<file path="config.mk">
export PLATFORM = sky130hd
export DESIGN_NAME = wake_light_alarm_controller
export DESIGN_NICKNAME = d
export VERILOG_FILES = /design/src/hw/rtl/wlac_pkg.sv /design/src/hw/rtl/wlac_ram.sv /design/src/hw/rtl/wake_light_alarm_controller.sv
export SDC_FILE = /design/constraint.sdc
export NUM_CORES = 2
export LEC_CHECK = 0
export ABC_AREA = 1
export BUFFER_PORTS_ARGS = -buffer_cell sky130_fd_sc_hd__buf_2
export CELL_PAD_IN_SITES_DETAIL_PLACEMENT = 1
export CELL_PAD_IN_SITES_GLOBAL_PLACEMENT = 1
export CORE_MARGIN = 8
export CORE_UTILIZATION = 50
export DETAILED_ROUTE_END_ITERATION = 10
export GPL_ROUTABILITY_DRIVEN = 1
export GPL_TIMING_DRIVEN = 0
export PLACE_DENSITY_LB_ADDON = 0.1
export REMOVE_ABC_BUFFERS = 1
export SYNTH_ARGS = -nofsm -noshare
export SYNTH_HDL_FRONTEND = slang
export SYNTH_SLANG_ARGS = --single-unit
export TNS_END_PERCENT = 1
</file>
<file path="constraint.sdc">
create_clock -name clk_i -period 8.9 [get_ports clk_i]
set_input_delay 1.335 -clock clk_i [delete_from_list [all_inputs] [get_ports clk_i]]
set_output_delay 1.335 -clock clk_i [all_outputs]
set_load 0.05 [all_outputs]
</file>
<file path="src/hw/rtl/wlac_pkg.sv">
// Shared types and constants of the wake light alarm controller.
package wlac_pkg;

  localparam int unsigned CfgIdxW  = 3;
  localparam int unsigned CfgDataW = 20;

  localparam logic [CfgIdxW-1:0] RegDimStart  = 3'd0;
  localparam logic [CfgIdxW-1:0] RegDimStop   = 3'd1;
  localparam logic [CfgIdxW-1:0] RegHoldLevel = 3'd2;
  localparam logic [CfgIdxW-1:0] RegRampSec   = 3'd3;
  localparam logic [CfgIdxW-1:0] RegHoldSec   = 3'd4;
  localparam logic [CfgIdxW-1:0] RegPwmTop    = 3'd5;

  localparam logic [2:0] CmdPwmTick  = 3'd0;
  localparam logic [2:0] CmdSecTick  = 3'd1;
  localparam logic [2:0] CmdCheck    = 3'd2;
  localparam logic [2:0] CmdSetTime  = 3'd3;
  localparam logic [2:0] CmdAdd      = 3'd4;
  localparam logic [2:0] CmdDelete   = 3'd5;
  localparam logic [2:0] CmdManual   = 3'd6;

  localparam logic [1:0] StOk        = 2'd0;
  localparam logic [1:0] StBadData   = 2'd1;
  localparam logic [1:0] StNoSlot    = 2'd2;
  localparam logic [1:0] StBadSlot   = 2'd3;

  // Wake entry as stored in the table memory: enable, day, hour, minute.
  localparam int unsigned EntryW = 15;

  typedef struct packed {
    logic [2:0] cmd;
    logic [2:0] day_value;
    logic [4:0] hour_value;
    logic [5:0] minute_value;
    logic [5:0] second_value;
    logic [7:0] slot_index;
    logic [7:0] intensity_value;
  } in_word_t;

  typedef struct packed {
    logic       led_on;
    logic [7:0] intensity;
    logic [1:0] status;
    logic [2:0] clock_day;
    logic [4:0] clock_hour;
    logic [5:0] clock_minute;
    logic [5:0] clock_second;
  } out_word_t;

endpackage

</file>
<file path="src/hw/rtl/wlac_ram.sv">
// Generic single-port RAM with registered read.
module wlac_ram #(
  parameter int unsigned Width = 8,
  parameter int unsigned Depth = 8
) (
  input  logic                     clk_i,
  input  logic                     we_i,
  input  logic [$clog2(Depth)-1:0] addr_i,
  input  logic [Width-1:0]         wdata_i,
  output logic [Width-1:0]         rdata_o
);

  logic [Width-1:0] mem_q [Depth];

  // Write or read one entry per cycle.
  always_ff @(posedge clk_i) begin
    if (we_i) begin
      mem_q[addr_i] <= wdata_i;
    end
    rdata_o <= mem_q[addr_i];
  end

endmodule

</file>
<file path="src/hw/rtl/wake_light_alarm_controller.sv">
// Top level of the wake light alarm controller.
// One command word is taken when start is high and busy low; its result
// word shows on result_o for one cycle with done_o high, and the receiver
// cannot hold it off. Ticks, set time and manual intensity go straight from
// idle to the done state. Add and alarm check walk the wake table memory
// one entry a cycle (an alarm check under manual intensity skips the walk);
// delete reads the named entry and writes it back disabled. The ramp fraction
// comes from a one-bit-a-cycle divider. After reset a clearing pass disables
// every table entry; busy stays high meanwhile, configuration writes still land.
module wake_light_alarm_controller #(
  parameter int unsigned WAKE_SLOTS       = 8,
  parameter int unsigned PWM_COUNTER_BITS = 8
) (
  input  logic                              clk_i,
  input  logic                              rst_ni,
  input  logic                              start,
  output logic                              busy,
  input  wlac_pkg::in_word_t                cmd_word_i,
  output logic                              done_o,
  output wlac_pkg::out_word_t               result_o,
  input  logic                              cfg_we_i,
  input  logic [wlac_pkg::CfgIdxW-1:0]      cfg_idx_i,
  input  logic [wlac_pkg::CfgDataW-1:0]     cfg_data_i
);
  import wlac_pkg::*;

  localparam int unsigned SlotW = (WAKE_SLOTS > 1) ? $clog2(WAKE_SLOTS) : 1;
  localparam int unsigned CntW  = $clog2(WAKE_SLOTS + 1);
  localparam int unsigned CmpW  = (PWM_COUNTER_BITS > 8) ? PWM_COUNTER_BITS : 8;
  localparam logic [PWM_COUNTER_BITS-1:0] CMax = '1;
  // ceil(2^28/1000); exact division by 1000 for magnitudes below 2^18
  localparam logic [36:0] Recip1000 = 37'd268436;

  typedef enum logic [3:0] {
    S_CLEAR, S_IDLE, S_SCAN, S_ADDW, S_DEL, S_CHK, S_DIV, S_MUL, S_SCALE, S_APPLY,
    S_DONE
  } state_e;

  state_e state_q;
  in_word_t req_q;
  logic [CntW-1:0] idx_q;      // table address being issued
  logic            rd_v_q;     // ram_rd holds valid read data
  logic [7:0] dim_start_q, dim_stop_q, hold_lvl_q, pwm_top_q;
  logic [19:0] ramp_q, hold_q;
  logic [2:0] day_q;
  logic [4:0] hour_q;
  logic [5:0] min_q, sec_q;
  logic [7:0] duty_q;
  logic       run_q, led_q, man_q;
  logic [PWM_COUNTER_BITS-1:0] cnt_q;
  logic [19:0] now_q, best_q;
  logic        found_q;
  logic [1:0]  status_q;
  logic [39:0] rem_q;           // divider remainder / dividend shift
  logic [9:0]  quo_q;
  logic [4:0]  dcnt_q;
  logic signed [19:0] prod_q;
  logic [7:0] new_lvl_q;

  logic ram_we;
  logic [SlotW-1:0] ram_addr;
  logic [EntryW-1:0] ram_wd, ram_rd;

  wlac_ram #(.Width(EntryW), .Depth(WAKE_SLOTS)) u_table (
    .clk_i, .we_i(ram_we), .addr_i(ram_addr), .wdata_i(ram_wd), .rdata_o(ram_rd)
  );

  // Decode the entry that came back from memory.
  logic        e_en;
  logic [2:0]  e_day;
  logic [4:0]  e_hour;
  logic [5:0]  e_min;
  logic [19:0] e_at, diff;
  assign {e_en, e_day, e_hour, e_min} = ram_rd;
  assign e_at = 20'(e_day - 3'd1) * 20'd86400 + 20'(e_hour) * 20'd3600
              + 20'(e_min) * 20'd60;
  assign diff = now_q - e_at;

  logic valid_dt;
  assign valid_dt = (req_q.day_value != 3'd0) && (req_q.hour_value <= 5'd23)
                  && (req_q.minute_value <= 6'd59);

  logic [SlotW-1:0] idx_s;
  assign idx_s = idx_q[SlotW-1:0];

  // Memory port control.
  always_comb begin
    ram_we   = 1'b0;
    ram_addr = idx_s;
    ram_wd   = '0;
    unique case (state_q)
      S_CLEAR: ram_we = 1'b1;
      S_ADDW: begin
        ram_we = 1'b1;
        ram_wd = {1'b1, req_q.day_value, req_q.hour_value, req_q.minute_value};
      end
      S_DEL: begin
        ram_we = rd_v_q;
        ram_wd = {1'b0, ram_rd[EntryW-2:0]};
      end
      default: ;
    endcase
  end

  // Ramp step from quotient and span, divided by 1000 toward zero.
  logic signed [8:0] span;
  logic [17:0] pmag;
  logic [36:0] pscaled;
  logic [8:0]  pquo;
  logic [9:0]  lvl_sum;
  assign span = $signed({1'b0, dim_stop_q}) - $signed({1'b0, dim_start_q});
  assign pmag = prod_q[19] ? 18'(-prod_q) : 18'(prod_q);
  assign pscaled = {19'd0, pmag} * Recip1000;
  assign pquo = pscaled[36:28];
  assign lvl_sum = prod_q[19] ? ({2'd0, dim_start_q} - {1'b0, pquo})
                              : ({2'd0, dim_start_q} + {1'b0, pquo});
  logic [29:0] dvd;
  assign dvd = 30'(best_q) * 30'd1000;
  logic [40:0] trial;
  assign trial = {rem_q[39:20], 1'b0} + 41'(rem_q[19]) - {21'd0, ramp_q};
  logic [20:0] rsum;
  assign rsum = {1'b0, ramp_q} + {1'b0, hold_q};

  // Hold state and registered outputs.
  always_ff @(posedge clk_i or negedge rst_ni) begin
    if (!rst_ni) begin
      state_q <= S_CLEAR; idx_q <= '0; rd_v_q <= 1'b0;
      dim_start_q <= 8'd10; dim_stop_q <= 8'd255; hold_lvl_q <= 8'd255;
      ramp_q <= 20'd1800; hold_q <= 20'd1800; pwm_top_q <= 8'd255;
      day_q <= 3'd1; hour_q <= '0; min_q <= '0; sec_q <= '0;
      duty_q <= '0; run_q <= 1'b0; led_q <= 1'b0; man_q <= 1'b0; cnt_q <= '0;
      done_o <= 1'b0; status_q <= StOk; req_q <= '0;
      now_q <= '0; best_q <= '0; found_q <= 1'b0; rem_q <= '0; quo_q <= '0;
      dcnt_q <= '0; prod_q <= '0; new_lvl_q <= '0;
    end else begin
      done_o <= 1'b0;
      if (cfg_we_i) begin
        unique case (cfg_idx_i)
          RegDimStart:  dim_start_q <= cfg_data_i[7:0];
          RegDimStop:   dim_stop_q  <= cfg_data_i[7:0];
          RegHoldLevel: hold_lvl_q  <= cfg_data_i[7:0];
          RegRampSec:   ramp_q      <= cfg_data_i;
          RegHoldSec:   hold_q      <= cfg_data_i;
          RegPwmTop:    pwm_top_q   <= cfg_data_i[7:0];
          default: ;
        endcase
      end
      unique case (state_q)
        S_CLEAR: begin
          if (idx_q == CntW'(WAKE_SLOTS - 1)) begin
            idx_q <= '0; state_q <= S_IDLE;
          end else idx_q <= idx_q + 1'b1;
        end
        S_IDLE: if (start) begin
          req_q <= cmd_word_i; status_q <= StOk; idx_q <= '0; rd_v_q <= 1'b0;
          state_q <= S_DONE;
          unique case (cmd_word_i.cmd)
            CmdPwmTick: if (run_q) begin
              logic [PWM_COUNTER_BITS-1:0] top, nc;
              top = (PWM_COUNTER_BITS >= 8) ? PWM_COUNTER_BITS'(pwm_top_q)
                  : ((pwm_top_q > 8'(CMax)) ? CMax : PWM_COUNTER_BITS'(pwm_top_q));
              nc = (cnt_q >= top) ? '0 : cnt_q + 1'b1;
              cnt_q <= nc;
              led_q <= (CmpW'(nc) <= CmpW'(duty_q));
            end
            CmdSecTick: begin
              if (sec_q >= 6'd59) begin
                sec_q <= '0;
                if (min_q >= 6'd59) begin
                  min_q <= '0;
                  if (hour_q >= 5'd23) begin
                    hour_q <= '0;
                    day_q <= (day_q >= 3'd7) ? 3'd1 : day_q + 3'd1;
                  end else hour_q <= hour_q + 5'd1;
                end else min_q <= min_q + 6'd1;
              end else sec_q <= sec_q + 6'd1;
            end
            CmdCheck: if (!man_q) begin
              now_q <= 20'(day_q - 3'd1) * 20'd86400 + 20'(hour_q) * 20'd3600
                     + 20'(min_q) * 20'd60 + 20'(sec_q);
              found_q <= 1'b0; state_q <= S_SCAN;
            end
            CmdSetTime: begin
              if (cmd_word_i.day_value == 3'd0 || cmd_word_i.hour_value > 5'd23 ||
                  cmd_word_i.minute_value > 6'd59 || cmd_word_i.second_value > 6'd59)
                status_q <= StBadData;
              else begin
                day_q <= cmd_word_i.day_value; hour_q <= cmd_word_i.hour_value;
                min_q <= cmd_word_i.minute_value; sec_q <= cmd_word_i.second_value;
              end
            end
            CmdAdd: state_q <= S_SCAN;
            CmdDelete: begin
              if (cmd_word_i.slot_index < 8'(WAKE_SLOTS)) begin
                idx_q <= CntW'(cmd_word_i.slot_index); state_q <= S_DEL;
              end else status_q <= StBadSlot;
            end
            CmdManual: begin
              duty_q <= cmd_word_i.intensity_value;
              man_q <= (cmd_word_i.intensity_value != 8'd0);
              if (cmd_word_i.intensity_value == 8'd0) begin
                if (run_q) begin run_q <= 1'b0; led_q <= 1'b0; end
              end else run_q <= 1'b1;
            end
            default: ;
          endcase
        end
        S_SCAN: begin
          // Walk the table: issue next read, look at the previous entry.
          rd_v_q <= 1'b1;
          if (req_q.cmd == CmdAdd) begin
            if (!valid_dt) begin
              status_q <= StBadData; state_q <= S_DONE;
            end else if (rd_v_q && !e_en) begin
              idx_q <= idx_q - 1'b1; state_q <= S_ADDW;
            end else if (idx_q == CntW'(WAKE_SLOTS)) begin
              status_q <= StNoSlot; state_q <= S_DONE;
            end else idx_q <= idx_q + 1'b1;
          end else begin
            if (rd_v_q && e_en && now_q > e_at && (!found_q || diff < best_q)) begin
              best_q <= diff; found_q <= 1'b1;
            end
            if (idx_q == CntW'(WAKE_SLOTS)) state_q <= S_CHK;
            else idx_q <= idx_q + 1'b1;
          end
        end
        S_ADDW: state_q <= S_DONE;
        S_DEL: begin
          if (rd_v_q) state_q <= S_DONE;
          rd_v_q <= 1'b1;
        end
        S_CHK: begin
          // Quotient of 1000*best/ramp fits ten bits since best < ramp.
          if (found_q && {12'd0, best_q} < {12'd0, ramp_q}) begin
            rem_q <= {dvd, 10'd0};
            quo_q <= '0; dcnt_q <= '0; state_q <= S_DIV;
          end else begin
            new_lvl_q <= (found_q && {1'b0, best_q} < rsum) ? hold_lvl_q : 8'd0;
            state_q <= S_APPLY;
          end
        end
        S_DIV: begin
          // Restoring division, one quotient bit a cycle.
          if (!trial[40]) begin
            rem_q <= {trial[19:0], rem_q[18:0], 1'b0};
            quo_q <= {quo_q[8:0], 1'b1};
          end else begin
            rem_q <= {rem_q[38:0], 1'b0};
            quo_q <= {quo_q[8:0], 1'b0};
          end
          if (dcnt_q == 5'd9) state_q <= S_MUL;
          dcnt_q <= dcnt_q + 5'd1;
        end
        S_MUL: begin
          prod_q <= $signed({10'd0, quo_q}) * span;
          state_q <= S_SCALE;
        end
        S_SCALE: begin
          new_lvl_q <= lvl_sum[7:0];
          state_q <= S_APPLY;
        end
        S_APPLY: begin
          duty_q <= new_lvl_q;
          if (new_lvl_q == 8'd0) begin
            if (run_q) begin run_q <= 1'b0; led_q <= 1'b0; end
          end else run_q <= 1'b1;
          dcnt_q <= '0;
          state_q <= S_DONE;
        end
        S_DONE: begin
          done_o <= 1'b1; state_q <= S_IDLE;
        end
        default: state_q <= S_IDLE;
      endcase
    end
  end

  assign busy = (state_q != S_IDLE);

  always_comb begin
    result_o.led_on       = led_q;
    result_o.intensity    = duty_q;
    result_o.status       = status_q;
    result_o.clock_day    = day_q;
    result_o.clock_hour   = hour_q;
    result_o.clock_minute = min_q;
    result_o.clock_second = sec_q;
  end

`ifndef SYNTHESIS
  a_start_busy: assert property (@(posedge clk_i) disable iff (!rst_ni)
    start && !busy |=> busy) else $error("start not taken");
  a_done_one: assert property (@(posedge clk_i) disable iff (!rst_ni)
    done_o |=> !done_o) else $error("done held");
  a_led_run: assert property (@(posedge clk_i) disable iff (!rst_ni)
    !run_q |-> !led_q) else $error("led on while stopped");
  a_clock_ok: assert property (@(posedge clk_i) disable iff (!rst_ni)
    day_q != 3'd0 && hour_q <= 5'd23 && sec_q <= 6'd59) else $error("bad clock");
`endif

endmodule

</file>
==> reports/results.md <==
| Result | This run |
|---|---|
| Total core area | 0.0739 sq mm |
| Final Hold Violating Endpoints | 0 |
| Count of port buffers added during placement | 98 |
| Crit path time final | 8.34 ns |
| Final sum of negative setup slack | 0 ns |
| Critical path start-end classification | flop to flop |
| Weighted congestion at the end of routability-driven global placement | 0.921 |
| CP max stage delay | 0.51 ns |
| I/O Pins | 99 |
| Final nets | 5345 |
| Antenna violations before repair | 3 |
| Clock tree from TritonCTS | yes |
| Total number of yosys warnings | 0 |
| Post-route clock period utilization | 93.7% |
| Detailed-route via count | 30800 |
| Die width | 288 microns |
| Dominant register cell in the synthesized netlist | dfrtp_1 |
| DRC violation count after routing | 0 |
| Wire length of the first global-routing pass | 177000 microns |
| Number of placed instances with taps included | 5389 |
| Number of synthesized flops with an enable pin | 120 |
| Count of TritonRoute iterations in the first routing pass | 5 |
| Quantity of hold-fixing buffers added after cts | 0 |
| Post-DR wirelength/cell | 19.9 microns |
| Setup violation total in the final timing report | 0 |
| Count of mapped cells out of synthesis | 4365 |
| Max Fclk | 120 MHz |
| Post-route clock skew | 0.0509 ns |
| Transition time at the pin with the least slew margin | 1.44 ns |
| Final core area utilization | 55.1% |
| DRT Wirelength | 109000 microns |
| HPWL Detailed | 88300 microns |
| Synth cell types | 64 |
| Number of antenna-violating nets in the routed design | 0 |
| Fraction of registers with async set or reset after synthesis | 64.9% |
| Largest net degree at the start of global routing | 109 |
| Initial detailed-routing violation count | 1392 |
| Number of buffers created by CTS | 47 |
| Clock transition at path regs | 0.06 ns |
| # clock sinks | 385 |
| Post-synthesis area per instance | 8.51 sq um |
| Starting Density | 50.2% |
| Outcome | finished, final reports clean |
| Nature of the critical path startpoint | flop |
| Top fanout value on the critical path | 12 |
| Die extent in y | 288 microns |
| Flip-flop and latch count after synthesis | 385 |
| Share of cells above drive strength 1 | 7.09% |
| Required time of the critical path | 9.45 ns |
| H-Tree Depth | 2 |
| Placement Rows | 100 |
| Clock root buffer master | clkbuf_16 |
| Drt via density | 5.62 |
| Fraction of the yosys area taken by sequential cells | 27.5% |
| Post-layout instance count excluding filler cells | 5482 |
| Classification of the worst-slack hold path | flop to flop |
| Worst rel slew slack | 3.04% |
| Maximum root-to-sink buffer count | 3 |
| Critical Path Sink Type | flop |
| Critical path arrival | 8.89 ns |
| Clock latency at the later pin of the worst-skew pair | 0.63 ns |
| Netlist area before placement | 0.0371 sq mm |
| Final count of pins violating max slew | 0 |
| Overall Global Routing Usage | 26.4% |
| Post-Place Cell Area | 0.0389 sq mm |
| Layout filler cell count | 8869 |
| Overflow left after global routing | 0 |
| Critical-path cell with the highest stage delay | fa_1 |
| Vias in the first global route | 33500 |
| Area grow syn2layout | 9.75% |
| Post-route design area | 0.0407 sq mm |
| Maximum capacitance violations | 0 |
| Die area | 0.0832 sq mm |
[synth_stat cells (all sizes together) (4+ instances only)]
| cell | number | area [sq um] |
|---|---|---|
| a211oi | 13 | 110 |
| a21boi | 4 | 30.0 |
| a21o | 16 | 120 |
| a21oi | 270 | 1360 |
| a221oi | 21 | 184 |
| a22oi | 13 | 97.6 |
| a31o | 4 | 35.0 |
| a31oi | 26 | 163 |
| a32o | 9 | 90.1 |
| a41oi | 5 | 43.8 |
| and2 | 5 | 31.3 |
| buf | 13 | 70.1 |
| clkbuf | 51 | 191 |
| dfrtp | 215 | 5380 |
| dfstp | 35 | 920 |
| dfxtp | 15 | 300 |
| edfxtp | 120 | 3600 |
| fa | 225 | 4500 |
| ha | 580 | 7260 |
| inv | 721 | 2710 |
| mux2i | 5 | 50.1 |
| nand2 | 777 | 2920 |
| nand3 | 143 | 721 |
| nand3b | 6 | 45.0 |
| nand4 | 50 | 328 |
| nor2 | 307 | 1220 |
| nor3 | 47 | 240 |
| nor4 | 21 | 146 |
| o2111ai | 7 | 61.3 |
| o211ai | 28 | 210 |
| o21a | 14 | 105 |
| o21ai | 318 | 1590 |
| o21bai | 17 | 128 |
| o221ai | 9 | 85.1 |
| o22ai | 29 | 181 |
| o2bb2ai | 5 | 43.8 |
| o31ai | 8 | 60.1 |
| or2 | 20 | 125 |
| xnor2 | 68 | 596 |
| xor2 | 110 | 963 |
[what timing repair did]
action / in CTS / in global routing
gates resized for setup: 1 / 18
setup buffers: 0 / 4
pin swaps: 0 / 2
endpoints found under the hold margin: 0 / 0
setup endpoints to repair: 1 / 25
gates cloned: 0 / 0
[stage by stage]
step	worst slack [ns]	hold WS, ns
finish	0.561	0.471
global route	-0.0378	0.496
CTS	0.0233	0.473
detailed placement	0.0745	0.460
global placement	-0.498	0.447
floorplan	1.09	0.438
[worst max-delay path: cells and delay by family, from the launching register on]
family                   cells  cell delay (ns)
flip-flops                   1             0.47
XOR/XNOR                     3             0.62
AND/OR/NAND/NOR             16             1.53
adder cells (fa/ha/maj)      7             2.79
buffers and inverters        7             0.75
AO/OA/AOI/OAI               12             2.11
[layer usage]
metal / up-vias / GRT usage [%] / part of all wire [%]
li1: 14700 / - / -
met1: 15400 / 33.7 / 44
met2: 506 / 46.9 / 50
met3: 190 / 2.68 / 3.2
met4: 0 / 8.11 / 3.0
met5: - / 0 / 0
[final timing paths]
check,start,end,slack [ns],depth (start not counted)
worst max-delay path,u_table.rdata_o[2],best_q[11],0.56,45
worst min-delay path,u_table.mem_q[6][2],u_table.rdata_o[2],0.47,2
worst max register to register,u_table.rdata_o[2],best_q[11],0.56,45
worst min register to register,u_table.mem_q[6][2],u_table.rdata_o[2],0.47,2
max in group asynchronous,rst_ni,hold_q[15],7.29,2
min in group asynchronous,rst_ni,hour_q[3],0.62,1
[cells in the final DEF (no fill, tap or decap), types with 29 or more instances in the layout]
cell type / instances
a21oi_1: 267
nand4_1: 49
buf_2: 97
o22ai_1: 29
clkbuf_16: 47
edfxtp_1: 120
nor3_1: 42
nor2_1: 291
dfrtp_1: 214
xor2_1: 103
dfstp_2: 35
inv_1: 701
o21ai_0: 254
nand3_1: 141
ha_1: 580
fa_1: 225
xnor2_1: 67
o21ai_1: 64
nand2_1: 777
[flip-flops by register name, indices dropped and copies added (netlist names), 3 cells and up]
name             cells
u_table.mem_q      120
rem_q               27
best_q              20
hold_q              20
now_q               20
ramp_q              20
prod_q              19
req_q               17
u_table.rdata_o     15
quo_q               10
cnt_q                8
dim_start_q          8
dim_stop_q           8
duty_q               8
hold_lvl_q           8
new_lvl_q            8
pwm_top_q            8
min_q                6
sec_q                6
dcnt_q               5
hour_q               5
idx_q                4
state_q              4
day_q                3
[area by class of cell]
type	instances	area (sq um)	area share [%]
Clock buffer	63	1310	3.21
Sequential cell	385	10200	25.0
Timing Repair Buffer	124	805	1.97
Tap cell	969	1210	2.98
Clock inverter	23	353	0.866
Antenna cell	2	5.00	0.0123
Multi-Input combinational cell	3192	24100	59.2
Inverter	724	2720	6.68
[cell families (layout without fill, tap and decap cells)]
group                      after synthesis  in the layout  share of synthesized area [%]
DFF                                    385            385                           27.5
other                                    0              2                              0
muxes                                    5              5                          0.135
and+or+nand+nor                       1379           1379                           15.6
AOI/OAI and AO/OA                      825            825                           12.9
buffers and inverters                  788            934                           8.03
xor gates and xnor gates               178            178                           4.20
adders and majority gates              805            805                           31.7
Power is left out: the tool's default activity adds up to more than one toggle a clock period on the data nets, which glitch-free logic cannot reach.
